<file path="src/rtl/core/gated_dual_channel_period_averager_core_assert.svh">
// ---------------------------------------------------------------------------
// Assertion macros for the gated dual channel period averager
// Clocked on clk_i, disabled while rst_ni is low.
// ---------------------------------------------------------------------------
`ifndef GATED_DUAL_CHANNEL_PERIOD_AVERAGER_CORE_ASSERT_SVH
`define GATED_DUAL_CHANNEL_PERIOD_AVERAGER_CORE_ASSERT_SVH

// Same-cycle implication.
`define GDCPA_ASSERT_NOW(label, ante, cons) \
  label: assert property (@(posedge clk_i) disable iff (!rst_ni) (ante) |-> (cons)) \
    else $error("gdcpa: same-cycle check failed");

// Next-cycle implication.
`define GDCPA_ASSERT_NEXT(label, ante, cons) \
  label: assert property (@(posedge clk_i) disable iff (!rst_ni) (ante) |=> (cons)) \
    else $error("gdcpa: next-cycle check failed");

`endif

</file>
<file path="src/rtl/core/gdcpa_pkg.sv">
// ---------------------------------------------------------------------------
// gdcpa_pkg
// Shared types and constants of the gated dual channel period averager.
// ---------------------------------------------------------------------------
package gdcpa_pkg;

  localparam int unsigned PeriodW = 32;
  localparam int unsigned GateW   = 16;
  localparam int unsigned InDataW  = 56;  // 16 + 1 + 32 = 49, padded to bytes
  localparam int unsigned OutDataW = 96;
  localparam int unsigned DivCntW  = 6;

  localparam logic [GateW-1:0]   GateReset = 16'd20000;
  localparam logic [PeriodW-1:0] AllOnes   = 32'hFFFF_FFFF;

  typedef enum logic [1:0] {
    FUNC_START   = 2'd0,
    FUNC_END     = 2'd1,
    FUNC_CAPTURE = 2'd2,
    FUNC_OTHER   = 2'd3
  } func_e;

  typedef struct packed {
    logic load_item;
    logic exec;
    logic div_start;
    logic finish;
    logic load_out;
  } ctrl_cmd_t;

  typedef struct packed {
    func_e func;
    logic  count_zero;
    logic  div_done;
    logic  out_free;
  } ctrl_sts_t;

endpackage

</file>
<file path="src/rtl/core/gdcpa_div.sv">
// ---------------------------------------------------------------------------
// gdcpa_div
// Restoring bit-serial unsigned divider, one quotient bit per cycle.
// ---------------------------------------------------------------------------
module gdcpa_div (
  input  logic                          clk_i,
  input  logic                          rst_ni,
  input  logic                          start_i,
  input  logic [gdcpa_pkg::PeriodW-1:0] dividend_i,
  input  logic [gdcpa_pkg::PeriodW-1:0] divisor_i,
  output logic                          done_o,
  output logic [gdcpa_pkg::PeriodW-1:0] quotient_o
);
  import gdcpa_pkg::*;

  logic [PeriodW-1:0] rem_q, rem_d;
  logic [PeriodW-1:0] quo_q, quo_d;
  logic [PeriodW-1:0] dvs_q, dvs_d;
  logic [DivCntW-1:0] cnt_q, cnt_d;
  logic               busy_q, busy_d;
  logic               done_q, done_d;
  logic [PeriodW:0]   shifted;
  logic [PeriodW:0]   diff;
  logic               ge;

  always_comb begin
    shifted = {rem_q, quo_q[PeriodW-1]};
    diff    = shifted - {1'b0, dvs_q};
    ge      = ~diff[PeriodW];
  end

  always_comb begin
    rem_d  = rem_q;
    quo_d  = quo_q;
    dvs_d  = dvs_q;
    cnt_d  = cnt_q;
    busy_d = busy_q;
    done_d = 1'b0;
    if (start_i) begin
      rem_d  = '0;
      quo_d  = dividend_i;
      dvs_d  = divisor_i;
      cnt_d  = DivCntW'(PeriodW);
      busy_d = 1'b1;
    end else if (busy_q) begin
      rem_d = ge ? diff[PeriodW-1:0] : shifted[PeriodW-1:0];
      quo_d = {quo_q[PeriodW-2:0], ge};
      cnt_d = cnt_q - 1'b1;
      if (cnt_q == DivCntW'(1)) begin
        busy_d = 1'b0;
        done_d = 1'b1;
      end
    end
  end

  always_ff @(posedge clk_i or negedge rst_ni) begin
    if (!rst_ni) begin
      busy_q <= 1'b0;
      done_q <= 1'b0;
      cnt_q  <= '0;
    end else begin
      busy_q <= busy_d;
      done_q <= done_d;
      cnt_q  <= cnt_d;
    end
  end

  always_ff @(posedge clk_i) begin
    rem_q <= rem_d;
    quo_q <= quo_d;
    dvs_q <= dvs_d;
  end

  assign done_o     = done_q;
  assign quotient_o = quo_q;

endmodule

</file>
<file path="src/rtl/core/gdcpa_dp.sv">
// ---------------------------------------------------------------------------
// gdcpa_dp
// Datapath: item register, gate threshold register, per-channel state, divider and result register.
// ---------------------------------------------------------------------------
module gdcpa_dp (
  input  logic                           clk_i,
  input  logic                           rst_ni,
  input  gdcpa_pkg::ctrl_cmd_t           cmd_i,
  output gdcpa_pkg::ctrl_sts_t           sts_o,
  input  logic [gdcpa_pkg::InDataW-1:0]  in_data_i,
  input  logic [1:0]                     in_user_i,
  input  logic                           cfg_valid_i,
  input  logic [gdcpa_pkg::GateW-1:0]    cfg_data_i,
  input  logic                           out_ready_i,
  output logic                           out_valid_o,
  output logic [gdcpa_pkg::OutDataW-1:0] out_data_o,
  output logic [1:0]                     out_user_o
);
  import gdcpa_pkg::*;

  // item register
  func_e              func_q;
  logic [GateW-1:0]   gate_q;
  logic               cch_q;
  logic [PeriodW-1:0] period_q;

  logic [GateW-1:0]   thr_q;

  logic [1:0]         open_q;
  logic [1:0]         skip_q;
  logic [PeriodW-1:0] sum_q   [2];
  logic [PeriodW-1:0] cnt_q   [2];
  logic [PeriodW-1:0] avg_q   [2];
  logic [PeriodW-1:0] min_q   [2];
  logic [PeriodW-1:0] max_q   [2];
  logic               fresh_q;

  logic                out_valid_q;
  logic [OutDataW-1:0] out_data_q;
  logic [1:0]          out_user_q;

  logic               below;
  logic               ch;
  logic               div_done;
  logic [PeriodW-1:0] quotient;

  always_comb begin
    below = gate_q < thr_q;
    unique case (func_q)
      FUNC_START: ch = ~below;
      FUNC_END:   ch = below;
      default:    ch = cch_q;
    endcase
  end

  gdcpa_div u_div (
    .clk_i      (clk_i),
    .rst_ni     (rst_ni),
    .start_i    (cmd_i.div_start),
    .dividend_i (sum_q[ch]),
    .divisor_i  (cnt_q[ch]),
    .done_o     (div_done),
    .quotient_o (quotient)
  );

  always_ff @(posedge clk_i) begin
    if (cmd_i.load_item) begin
      func_q   <= func_e'(in_user_i);
      gate_q   <= in_data_i[15:0];
      cch_q    <= in_data_i[16];
      period_q <= in_data_i[48:17];
    end
  end

  always_ff @(posedge clk_i or negedge rst_ni) begin
    if (!rst_ni) begin
      thr_q <= GateReset;
    end else if (cfg_valid_i) begin
      thr_q <= cfg_data_i;
    end
  end

  always_ff @(posedge clk_i or negedge rst_ni) begin
    if (!rst_ni) begin
      open_q  <= '0;
      skip_q  <= '0;
      fresh_q <= 1'b0;
      for (int i = 0; i < 2; i++) begin
        sum_q[i] <= '0;
        cnt_q[i] <= '0;
        avg_q[i] <= '0;
        min_q[i] <= AllOnes;
        max_q[i] <= '0;
      end
    end else begin
      if (cmd_i.exec) begin
        fresh_q <= 1'b0;
        unique case (func_q)
          FUNC_START: open_q[ch] <= 1'b1;
          FUNC_END: begin
            // when the count is nonzero, the divider has taken sum and count at this edge
            open_q[ch] <= 1'b0;
            skip_q[ch] <= 1'b0;
            sum_q[ch]  <= '0;
            cnt_q[ch]  <= '0;
          end
          FUNC_CAPTURE: begin
            if (open_q[ch]) begin
              if (skip_q[ch]) begin
                sum_q[ch] <= sum_q[ch] + period_q;
                cnt_q[ch] <= cnt_q[ch] + 1'b1;
              end else begin
                skip_q[ch] <= 1'b1;
              end
            end
          end
          default: ;
        endcase
      end
      if (cmd_i.finish) begin
        fresh_q   <= 1'b1;
        avg_q[ch] <= quotient;
        if (quotient > max_q[ch]) max_q[ch] <= quotient;
        if (quotient < min_q[ch]) min_q[ch] <= quotient;
      end
    end
  end

  always_ff @(posedge clk_i or negedge rst_ni) begin
    if (!rst_ni) begin
      out_valid_q <= 1'b0;
    end else if (cmd_i.load_out) begin
      out_valid_q <= 1'b1;
    end else if (out_ready_i) begin
      out_valid_q <= 1'b0;
    end
  end

  always_ff @(posedge clk_i) begin
    if (cmd_i.load_out) begin
      out_data_q <= {max_q[ch], min_q[ch], avg_q[ch]};
      out_user_q <= {fresh_q, ch};
    end
  end

  always_comb begin
    sts_o.func       = func_q;
    sts_o.count_zero = (cnt_q[ch] == '0);
    sts_o.div_done   = div_done;
    sts_o.out_free   = ~out_valid_q | out_ready_i;
  end

  assign out_valid_o = out_valid_q;
  assign out_data_o  = out_data_q;
  assign out_user_o  = out_user_q;

endmodule

</file>
<file path="src/rtl/core/gdcpa_ctrl.sv">
// ---------------------------------------------------------------------------
// gdcpa_ctrl
// Controller: sequences accept, execute, divide and result load.
// ---------------------------------------------------------------------------
module gdcpa_ctrl (
  input  logic                 clk_i,
  input  logic                 rst_ni,
  input  logic                 in_valid_i,
  output logic                 in_ready_o,
  input  gdcpa_pkg::ctrl_sts_t sts_i,
  output gdcpa_pkg::ctrl_cmd_t cmd_o
);
  import gdcpa_pkg::*;

  typedef enum logic [3:0] {
    ST_IDLE = 4'b0001,
    ST_EXEC = 4'b0010,
    ST_DIV  = 4'b0100,
    ST_LOAD = 4'b1000
  } state_e;

  state_e state_q, state_d;

  always_comb begin
    state_d    = state_q;
    cmd_o      = '0;
    in_ready_o = 1'b0;
    unique case (state_q)
      ST_IDLE: begin
        in_ready_o = 1'b1;
        if (in_valid_i) begin
          cmd_o.load_item = 1'b1;
          state_d         = ST_EXEC;
        end
      end
      ST_EXEC: begin
        cmd_o.exec = 1'b1;
        if (sts_i.func == FUNC_END && !sts_i.count_zero) begin
          cmd_o.div_start = 1'b1;
          state_d         = ST_DIV;
        end else begin
          state_d = ST_LOAD;
        end
      end
      ST_DIV: begin
        if (sts_i.div_done) begin
          cmd_o.finish = 1'b1;
          state_d      = ST_LOAD;
        end
      end
      ST_LOAD: begin
        if (sts_i.out_free) begin
          cmd_o.load_out = 1'b1;
          state_d        = ST_IDLE;
        end
      end
      default: state_d = ST_IDLE;
    endcase
  end

  always_ff @(posedge clk_i or negedge rst_ni) begin
    if (!rst_ni) begin
      state_q <= ST_IDLE;
    end else begin
      state_q <= state_d;
    end
  end

endmodule

</file>
<file path="src/rtl/core/gated_dual_channel_period_averager_core.sv">
// ---------------------------------------------------------------------------
// gated_dual_channel_period_averager_core
// Steps: accept, execute, a divide only for a window end with a nonzero count, then result load.
// A new item is accepted only after the last result is loaded; an output stall can hold that load.
// Reset: async, active low; threshold 20000, windows shut, minima all ones, other channel state zero.
// ---------------------------------------------------------------------------
`include "gated_dual_channel_period_averager_core_assert.svh"

module gated_dual_channel_period_averager_core (
  input  logic                           clk_i,
  input  logic                           rst_ni,
  // input transactions
  input  logic                           s_axis_tvalid,
  output logic                           s_axis_tready,
  // [15:0] gate_count, [16] capture_channel, [48:17] captured_period
  input  logic [gdcpa_pkg::InDataW-1:0]  s_axis_tdata,
  // [1:0] func
  input  logic [1:0]                     s_axis_tuser,
  // gate threshold register write
  input  logic                           cfg_valid,
  output logic                           cfg_ready,
  input  logic [gdcpa_pkg::GateW-1:0]    cfg_data,
  // result transactions
  output logic                           m_axis_tvalid,
  input  logic                           m_axis_tready,
  // [31:0] average_period, [63:32] min_period, [95:64] max_period
  output logic [gdcpa_pkg::OutDataW-1:0] m_axis_tdata,
  // [0] report_channel, [1] new_average
  output logic [1:0]                     m_axis_tuser
);
  import gdcpa_pkg::*;

  ctrl_cmd_t cmd;
  ctrl_sts_t sts;

  // Always ready; the user must send threshold writes only while the block is idle (unenforced).
  assign cfg_ready = 1'b1;

  // Sequence each transaction: accept, execute, optional divide, load result.
  gdcpa_ctrl u_ctrl (
    .clk_i      (clk_i),
    .rst_ni     (rst_ni),
    .in_valid_i (s_axis_tvalid),
    .in_ready_o (s_axis_tready),
    .sts_i      (sts),
    .cmd_o      (cmd)
  );

  // Hold per-channel state and the result register; a pending result
  // that is not taken holds the result load and so the next accept.
  gdcpa_dp u_dp (
    .clk_i       (clk_i),
    .rst_ni      (rst_ni),
    .cmd_i       (cmd),
    .sts_o       (sts),
    .in_data_i   (s_axis_tdata),
    .in_user_i   (s_axis_tuser),
    .cfg_valid_i (cfg_valid),
    .cfg_data_i  (cfg_data),
    .out_ready_i (m_axis_tready),
    .out_valid_o (m_axis_tvalid),
    .out_data_o  (m_axis_tdata),
    .out_user_o  (m_axis_tuser)
  );

  // One transaction at a time: no accept straight after an accept.
  `GDCPA_ASSERT_NEXT(a_one_in_flight, s_axis_tvalid && s_axis_tready, !s_axis_tready)

  // A fresh average lies between the channel's running minimum and maximum.
  `GDCPA_ASSERT_NOW(a_fresh_in_range, m_axis_tvalid && m_axis_tuser[1], (m_axis_tdata[31:0] >= m_axis_tdata[63:32]) && (m_axis_tdata[31:0] <= m_axis_tdata[95:64]))

  // A result load always presents a result on the next cycle.
  `GDCPA_ASSERT_NEXT(a_load_shows, cmd.load_out, m_axis_tvalid)

endmodule
</file>
<file path="config.mk">
export PLATFORM = sky130hd
export DESIGN_NAME = gated_dual_channel_period_averager_core
export DESIGN_NICKNAME = d
export VERILOG_FILES = /design/src/rtl/core/gdcpa_pkg.sv /design/src/rtl/core/gdcpa_div.sv /design/src/rtl/core/gdcpa_dp.sv /design/src/rtl/core/gdcpa_ctrl.sv /design/src/rtl/core/gated_dual_channel_period_averager_core.sv
export VERILOG_INCLUDE_DIRS = /design/src /design/src/rtl/core
export SDC_FILE = /design/constraint.sdc
export NUM_CORES = 1
export LEC_CHECK = 0
export BUFFER_PORTS_ARGS = -buffer_cell sky130_fd_sc_hd__buf_4
export CORE_UTILIZATION = 55
export DETAILED_ROUTE_END_ITERATION = 7
export GPL_TIMING_DRIVEN = 0
export PLACE_DENSITY = 0.73
export SLEW_MARGIN = 5
export SYNTH_ARGS = -nofsm -noshare
export SYNTH_HDL_FRONTEND = slang
export SYNTH_SLANG_ARGS = --single-unit
</file>
<file path="constraint.sdc">
create_clock -name clk_i -period 7 [get_ports clk_i]
set_clock_uncertainty 0.1 [all_clocks]
set_input_delay 1.05 -clock clk_i [delete_from_list [all_inputs] [get_ports clk_i]]
set_output_delay 1.05 -clock clk_i [all_outputs]
set_load 0.02 [all_outputs]
</file>
==> impl_metrics.toml, run 1 <==
[timing]
max_slew_margin_pct = 36.6
slew_violations = 0
setup_violations = 0
fin_crit_sh_pct = 95.9
hold_ws_ns = 0.361
tightest_slew_ns = 0.951
finalHoldViolations = 0
fin_ws_ns = 0.287
finalCriticalPeriod_ns = 6.71
rsz0062_at_grt = "true"
max_freq_ghz = 0.149
tns_ns = 0

[finish]
synthToLayoutAreaGrowth_pct = 15.6
n_fill_cell = 4097
final_nets = 3101
final_core_util_pct = 64.8
layout.cells.non_filler = 3613
multiInputGateArea_sq_mm = 0.0127
seq_area_sq_mm = 0.0160
drive_gt1_share_pct = 20.9
n_antenna_cell = 0

[clock_tree]
root_buffer = "clkbuf_16"
numClockSinks = 599
clkLatencyLatePin_ns = 0.61
htreeDepth = 3
ctsHoldBuffers = 0
cts_made_buffers = 66
path_clk_slew_ns = 0.06
cts_buffer_depth = 3
cts_tree = "yes"

[detailed_routing]
via_per_inst = 5.95
num_vias = 21500
routed_wl_microns = 77300
drtIter0Drc = 1684
met3_length_microns = 5280
wl_met1_microns = 34700
firstDrtPassIters = 8
maxUsedRoutingLayer = "met4"
ant_nets = 0
met2_length_microns = 35700
drt_drc_violations_left = 0
wl_per_cell_microns = 21.4

[run]
cap_violations = 0

[synthesis]
synth_most_common_cell = "nand2_1"
synth_area_sq_mm = 0.0297
synthCells = 2623
synth_area_leader_cell = "dfrtp_1"
synth_top_area_share_pct = 23.9
synthTopCellsByArea = "dfrtp_1, edfxtp_1, ha_1"
ys_seq_area_share_pct = 53.8
async_reset_ff_share_pct = 59.1
yosysWarnings = 0
syn_area_per_cell_sq_um = 11.3
synth_edf_count = 213
synth_fp_nets = 2853
synthFlopType = "dfrtp_1"
synth_cell_type_count = 78
synth_commonest_cells = "nand2_1, dfrtp_1, edfxtp_1"
ys_ff_latch = 599

[power]
power.density_mw_per_mm2 = 325
p_sw_uw = 3830
pwr-share-seq_pct = 39.5
p_int_uw = 7340
power_leakage_uw = 0.0160
swShare_pct = 34.3
irDropWorstVdd_mv = 0.205
clkPwrFrac_pct = 31.5
p_comb_share_pct = 29.0

[die]
die_area_sq_mm = 0.0549
die-height_microns = 234
die_width_microns = 234
rows = 84
pin_count = 180
core_area_sq_mm = 0.0530
start_util_pct = 56.1

[setup_path]
r2r-end = "u_dp.max_q[15]"
r2r_start = "u_dp.thr_q[11]"
start_kind = "register"
r2r_slack_ns = 0.29
arrival_ns = 7.09
cp.required_ns = 7.38
slowest_stage = "buf_1"
worstSetupPathType = "reg -> reg"
r2r_cells = 25
slowest_delay_ns = 0.76
crit_path_end_kind = "register"
crit_path_max_fanout = 10

[global_routing]
grt_pass1_vias = 21300
grt_pass1_wl_microns = 121000
antenna_found_initial = 0
grt_max_degree = 101
grt_overflow = 0
grt_usage_pct = 28.7

[placed_design]
port_buffers = 171
dp_cells = 3491
routabilityCongestion = 0.926
dp_hpwl_microns = 54900
pre_cts_ws_ns = -0.365

[outcome]
outcome = "completed"

[min_path]
hold_class = "in -> async"
## cell usage in the layout, fill, tap and decap left out, types with 10 or more instances in the layout
cell and count:
clkbuf_1 57, buf_4 180, o21bai_1 10, a21oi_1 82, ha_1 149, mux2i_1 67, clkbuf_16 69, a311oi_1 18
nor2b_1 11, inv_1 144, mux2_1 60, a31oi_1 10, mux2_2 163, nor2_1 114, nand4_1 33, o21a_1 17
nor3_1 28, dfstp_2 70, xor2_1 21, buf_2 38, dfrtp_1 284, a22o_1 109, a21o_1 52, nand3_1 32
a211oi_1 14, dfxtp_1 32, nor4_1 19, xnor2_1 57, buf_1 14, o21ai_0 89, and3_1 29, edfxtp_1 213
nand2_1 453
## layout make-up
cell class / count / share of cell area [%]
clock inverter: 30 / 0.929
buffer: 113 / 1.68
inverter: 145 / 1.59
multi-input combinational: 1765 / 36.9
clock buffer: 92 / 5.51
tap: 688 / 2.51
sequential: 599 / 46.5
timing repair buffer: 181 / 4.37
## worst max-delay path, delay by kind of cell, from the launching register on
family	cells	cell delay (ns)
AO/OA/AOI/OAI	11	1.81
multiplexers	1	0.30
flip-flops	1	0.52
adder cells (fa/ha/maj)	2	0.52
AND/OR/NAND/NOR	5	0.85
buffers and inverters	6	2.48
## power by group through the flow
stage	logic, uW	registers, uW	clock network, uW
6_report	3230	4410	3520
4_1_cts	3210	4400	3580
5_1_grt	3550	4450	3710
3_5_place_dp	3190	4460	0
2_1_floorplan	2150	4410	0
3_3_place_gp	3040	4490	0
## registers in the layout, indices dropped and copies added, names as in the netlist, 2 cells and up, named ones only
register / count
u_ctrl.state_q: 4
u_dp.avg_q: 64
u_dp.cnt_q: 64
u_dp.func_q: 2
u_dp.gate_q: 16
u_dp.max_q: 64
u_dp.min_q: 64
u_dp.out_data_o: 96
u_dp.out_user_o: 2
u_dp.period_q: 32
u_dp.sum_q: 64
u_dp.thr_q: 16
u_dp.u_div.cnt_q: 6
u_dp.u_div.dvs_q: 32
u_dp.u_div.quotient_o: 32
u_dp.u_div.rem_q: 32
## layer usage
layer | vias up | track usage, %
met5 | - | 0
met4 | 0 | 8.69
met3 | 107 | 4.83
met2 | 745 | 44.4
met1 | 10800 | 41.4
li1 | 9893 | -
## per-stage QoR
stage | total power, uW | cell area, sq um
detailed placement | 7650 | 32100
global route | 11700 | 34300
finish | 11200 | 34300
CTS | 11200 | 34300
floorplan | 6560 | 29700
global placement | 7530 | 31800
## logic make-up (layout without fill, tap and decap cells)
group                      Yosys count  in the layout  share of synthesized area (%)
AOI/OAI and AO/OA                  472            472                           11.4
xor gates and xnor gates            79             79                           2.36
adders and majority gates          151            151                           6.41
buffers and inverters              259            561                           3.76
DFF                                599            599                           53.8
muxes                              291            291                           10.8
other                                1              1                         0.0126
and+or+nand+nor                    771            771                           11.5
## how the worst max path moves through the flow
stage	end	slack, ns	start	cells after the start
after CTS	u_dp.min_q[8]	0.02	u_dp.thr_q[5]	24
after global routing	u_dp.sum_q[31]	-0.08	u_dp.thr_q[11]	24
after global placement	u_dp.u_div.quotient_o[23]	-1.71	u_dp.thr_q[5]	15
after floorplan	u_dp.u_div.quotient_o[0]	0.99	u_dp.thr_q[5]	15
after detailed placement	u_dp.min_q[51]	-0.37	u_dp.thr_q[5]	24
final	u_dp.max_q[15]	0.29	u_dp.thr_q[11]	25
## repair_timing
action	CTS	global route
gates resized for setup	3	11
setup buffers	0	1
setup endpoints to repair	64	130
pin swaps	0	1
No activity file was read; power rests on OpenSTA's default activity.
==> run 2: changes to the inputs <==
PLACE_DENSITY = 0.84   (was 0.73)
==> run 2 against run 1 <==
- sequential share of layout area increased by 0.29 points
- utilization decreased by 0.39 points
- global-route usage about the same
- combinational power increased by 1%
- first-iteration DRC count increased by 12%
- total power decreased by 1.6%
- clock power decreased by 5.7%
- worst hold slack got worse by 0.054 ns
- largest power group unchanged
- sequential power about the same
- count of clock-buffer cells in the layout decreased by 13
- critical endpoint is now u_dp.max_q[16]
- sequential cell count unchanged
==> impl_metrics.toml, run 2 (synthesis results as in run 1) <==
[placed_design]
routabilityCongestion = 0.976
dp_hpwl_microns = 55800
placed_area_sq_mm = 0.0320
port_buffers = 171

[die]
die_width_microns = 234
die_area_sq_mm = 0.0549
pin_count = 180
start_util_pct = 56.1
die-height_microns = 234
core_area_sq_mm = 0.0530
rows = 84

[finish]
layout_common_cells = "nand2_1, dfrtp_1, edfxtp_1"
layout_commonest_cell = "nand2_1"
n_antenna_cell = 0
n_fill_cell = 3933
final_nets = 3092
drive_gt1_share_pct = 20.6
final_area_sq_mm = 0.0341
largest_reg_flops = 96
synthToLayoutAreaGrowth_pct = 14.9

[timing]
slew_violations = 0
fin_crit_sh_pct = 96.9
tns_ns = 0
max_freq_ghz = 0.147
finalCriticalPeriod_ns = 6.78
rsz0062_at_grt = "false"
max_slew_margin_pct = 38.7
setup_violations = 0
tightest_slew_ns = 0.920
finalHoldViolations = 0

[detailed_routing]
via_per_inst = 6.00
num_vias = 21600
wl_per_cell_microns = 21.6
ant_nets = 0
drtIter0Drc = 1894
routed_wl_microns = 77800
firstDrtPassIters = 5
drt_drc_violations_left = 0

[run]
cap_violations = 0

[power]
clkPwrFrac_pct = 30.2
swShare_pct = 34.6
pwr-share-seq_pct = 40.0
p_sw_uw = 3800
power.density_mw_per_mm2 = 322
p_comb_share_pct = 29.7
power_leakage_uw = 0.0159
irDropWorstVdd_mv = 0.240
p_int_uw = 7180

[clock_tree]
root_buffer = "clkbuf_16"
ctsHoldBuffers = 0
numClockSinks = 599
cts_tree = "yes"
path_clk_slew_ns = 0.07
cts_buffer_depth = 3
clkLatencyLatePin_ns = 0.64
cts_made_buffers = 59
htreeDepth = 2

[setup_path]
arrival_ns = 7.20
worstSetupPathType = "reg -> reg"
r2r_slack_ns = 0.22
critical_path.most_common_cell = "buf_2"
slowest_delay_ns = 0.52
start_kind = "register"
crit_path_end_kind = "register"
crit_path_max_fanout = 10
cp.required_ns = 7.42
slowest_stage = "dfstp_2"

[global_routing]
grt_pass1_wl_microns = 122000
grt_max_degree = 97
grt_pass1_vias = 21900
antenna_found_initial = 1
grt_overflow = 0
grt_usage_pct = 28.7

[outcome]
outcome = "completed"

[min_path]
hold_class = "in -> async"
run 2: cell types whose count changed in the layout (fill, tap and decap cells not counted), sizes merged:
cell,delta
clkbuf,-13
clkinvlp,+3
bufinv,+3
clkinv,-3
buf,-2
run 2: worst paths after layout:
check,to,start,cells past startpoint
max in group asynchronous,u_dp.min_q[37],rst_ni,4
max reg2reg,u_dp.max_q[16],u_dp.thr_q[5],27
min reg2reg,u_dp.out_user_o[1],u_dp.fresh_q,0
min in group clk_i,u_dp.out_user_o[1],u_dp.fresh_q,0
min,u_dp.thr_q[15],rst_ni,1
max,u_dp.max_q[16],u_dp.thr_q[5],27
run 2: repair_timing:
| item | in CTS | in global routing |
|---|---|---|
| endpoints found under the hold margin | 0 | 0 |
| setup buffers | 0 | 1 |
| pin swaps | 0 | 1 |
| setup endpoints to repair | 99 | 131 |
| gates cloned | 0 | 0 |
| gates resized for setup | 10 | 5 |
run 2: critical path: cells and delay by family (launching register included):
family          cells  cell delay [ns]
compound gates     11             2.04
buf+inv             8             2.03
simple gates        5             0.99
fa+ha+maj           2             0.54
flops               1             0.52
mux                 1             0.40
run 2: layout make-up:
cell class | instances | area, sq um | area share, %
clock buffer | 79 | 1620 | 4.76
buffer | 112 | 581 | 1.70
sequential | 599 | 16000 | 46.8
timing repair buffer | 180 | 1480 | 4.34
tap | 688 | 861 | 2.52
clock inverter | 33 | 412 | 1.21
multi-input combinational | 1765 | 12600 | 37.0
inverter | 145 | 544 | 1.59
run 2: metrics by stage:
step	hold WS, ns	setup slack (ns)	cells	power [uW]	utilization [%]
2_1_floorplan	0.325	0.987	2623	6560	-
3_3_place_gp	0.332	-1.76	3482	7500	60.1
3_5_place_dp	0.342	-0.585	3490	7640	60.5
4_1_cts	0.318	0.0351	3602	11000	64.4
5_1_grt	0.359	0.0218	3601	11500	64.4
6_report	0.306	0.220	3601	11000	64.4
run 2: layer usage:
metal  vias to the layer above  share of wire (%)  global-route usage (%)
li1                       9856                  -                       -
met1                     10700                 43                    40.0
met2                       887                 47                    45.3
met3                       177                6.8                    4.51
met4                         0                3.6                    11.2
met5                         -                  0                       0
run 2: power groups by stage:
stage	Combinational (uW)	Clock [uW]	Sequential, uW
floorplan	2150	0	4410
global placement	3020	0	4480
detailed placement	3190	0	4450
CTS	3230	3360	4390
global route	3550	3490	4430
finish	3270	3320	4400
==> run 3: changes to the inputs <==
CAP_MARGIN = 20   (was not set)
CELL_PAD_IN_SITES_DETAIL_PLACEMENT = 0   (was not set)
CELL_PAD_IN_SITES_GLOBAL_PLACEMENT = 1   (was not set)
CORE_UTILIZATION = 50   (was 55)
PLACE_DENSITY = 0.92   (was 0.84)
==> run 3 against run 2 <==
- maximum frequency grew 0.85%
- utilization fell by 5.2 points
- wire length is 0.37% lower
- sequential power hardly changed
- die area increased by 9.9%
- register-to-register slack better by 0.06 ns
- design area is 0.82% higher
- worst hold slack got worse by 0.038 ns
- largest power group unchanged
- via count shrank 0.82%
- combinational power is essentially flat
==> impl_metrics.toml, run 3 (synthesis results as in run 1) <==
[detailed_routing]
firstDrtPassIters = 6
ant_nets = 0
num_vias = 21400
wl_per_cell_microns = 21.0
via_per_inst = 5.80
drtIter0Drc = 1695
routed_wl_microns = 77500
drt_drc_violations_left = 0

[setup_path]
r2r_start = "u_dp.thr_q[11]"
start_kind = "register"
crit_path_end_kind = "register"
crit_path_max_fanout = 10
slowest_delay_ns = 0.51
slowest_stage = "dfstp_2"
startpoint = "u_dp.thr_q[11]"
arrival_ns = 7.11
worstSetupPathType = "reg -> reg"
critical_path.most_common_cell = "buf_2"
cp.required_ns = 7.38

[finish]
multiInputGateArea_sq_mm = 0.0127
final_nets = 3100
layout.cells.non_filler = 3690
n_fill_cell = 4702
largest_reg_flops = 96
layout_common_cells = "nand2_1, dfrtp_1, edfxtp_1"
layout_commonest_cell = "nand2_1"
seq_area_sq_mm = 0.0160
synthToLayoutAreaGrowth_pct = 15.9
drive_gt1_share_pct = 20.9

[timing]
tightest_slew_ns = 0.991
slew_violations = 0
finalHoldViolations = 0
fin_ws_ns = 0.277
fin_crit_sh_pct = 96.0
max_freq_ghz = 0.149
finalCriticalPeriod_ns = 6.72
max_slew_margin_pct = 34.0
rsz0062_at_grt = "false"
setup_violations = 0

[global_routing]
grt_pass1_vias = 21800
grt_overflow = 0
grt_pass1_wl_microns = 121000
antenna_found_initial = 2
grt_usage_pct = 26.0
grt_max_degree = 122

[clock_tree]
htreeDepth = 3
cts_buffer_depth = 3
numClockSinks = 599
clkLatencyLatePin_ns = 0.61
cts_made_buffers = 66
path_clk_slew_ns = 0.06
cts_tree = "yes"
ctsHoldBuffers = 0
root_buffer = "clkbuf_16"

[die]
core_area_sq_mm = 0.0581
start_util_pct = 51.1
die_width_microns = 246
die-height_microns = 246
rows = 88
die_area_sq_mm = 0.0604
pin_count = 180

[outcome]
outcome = "completed"

[power]
irDropWorstVdd_mv = 0.251
power_leakage_uw = 0.0160
power.density_mw_per_mm2 = 324

[placed_design]
pre_cts_ws_ns = -0.522
port_buffers = 171
dp_cells = 3567
routabilityCongestion = 0.911
dp_hpwl_microns = 55600

[run]
cap_violations = 0

[min_path]
hold_class = "in -> async"
## run 3: worst max-delay path: cells and delay by family (launching register included)
kind / cells / cell delay, ns
buf+inv: 8 / 2.00
compound gates: 11 / 1.95
simple gates: 5 / 1.08
fa+ha+maj: 2 / 0.55
flops: 1 / 0.51
mux: 1 / 0.38
## run 3: metal layers
metal  up-vias  global-route usage [%]  wire length (microns)
li1       9898                       -                      -
met5         -                       0                      0
met2       719                    40.7                  36200
met3       146                    5.02                   5280
met4         0                    10.3                   2370
met1     10700                    35.5                  33600
## run 3: path summary, 6_finish.rpt
path / end / slack, ns / cells past startpoint
worst max register to register: u_dp.max_q[40] / 0.28 / 27
min in group clk_i: u_dp.out_user_o[1] / 0.35 / 0
max in group asynchronous: u_dp.avg_q[12] / 5.50 / 2
worst max-delay path: u_dp.max_q[40] / 0.28 / 27
worst min register to register: u_dp.out_user_o[1] / 0.35 / 0
worst min-delay path: u_dp.thr_q[0] / 0.27 / 1
## run 3: repair_timing
action	4_1_cts	5_1_grt
setup endpoints to repair	67	131
pin swaps	1	0
buffers inserted	1	0
resized for setup	5	14
hold endpoints to repair	0	0
## run 3: metrics by stage
step                util (%)  hold slack (ns)  setup TNS, ns  cell area [sq um]  total power (uW)
detailed placement      55.3            0.338         -31.32              32100              7630
global route            59.2            0.304              0              34400             11700
floorplan                  -            0.325              0              29700              6560
finish                  59.2            0.268              0              34400             11200
CTS                     59.1            0.281              0              34400             11200
global placement        54.9            0.331        -134.00              31900              7520
## run 3: layout make-up
class                   instances  share of cell area (%)
flip-flops and latches        599                    46.5
multi-input cells            1765                    36.8
clock buffers                  89                    5.32
repair buffers                180                    4.31
well taps                     765                    2.78
plain buffers                 113                    1.71
inverters                     145                    1.58
clock inverters                32                    1.06
diodes                          2                  0.0145
## run 3: power breakdown
| group | internal [uW] | switching (uW) | leakage, uW |
|---|---|---|---|
| Sequential | 4060 | 334 | 0.00699 |
| Clock | 2080 | 1450 | 0.00106 |
| Combinational | 1190 | 2050 | 0.00795 |
| Total | 7320 | 3830 | 0.0160 |
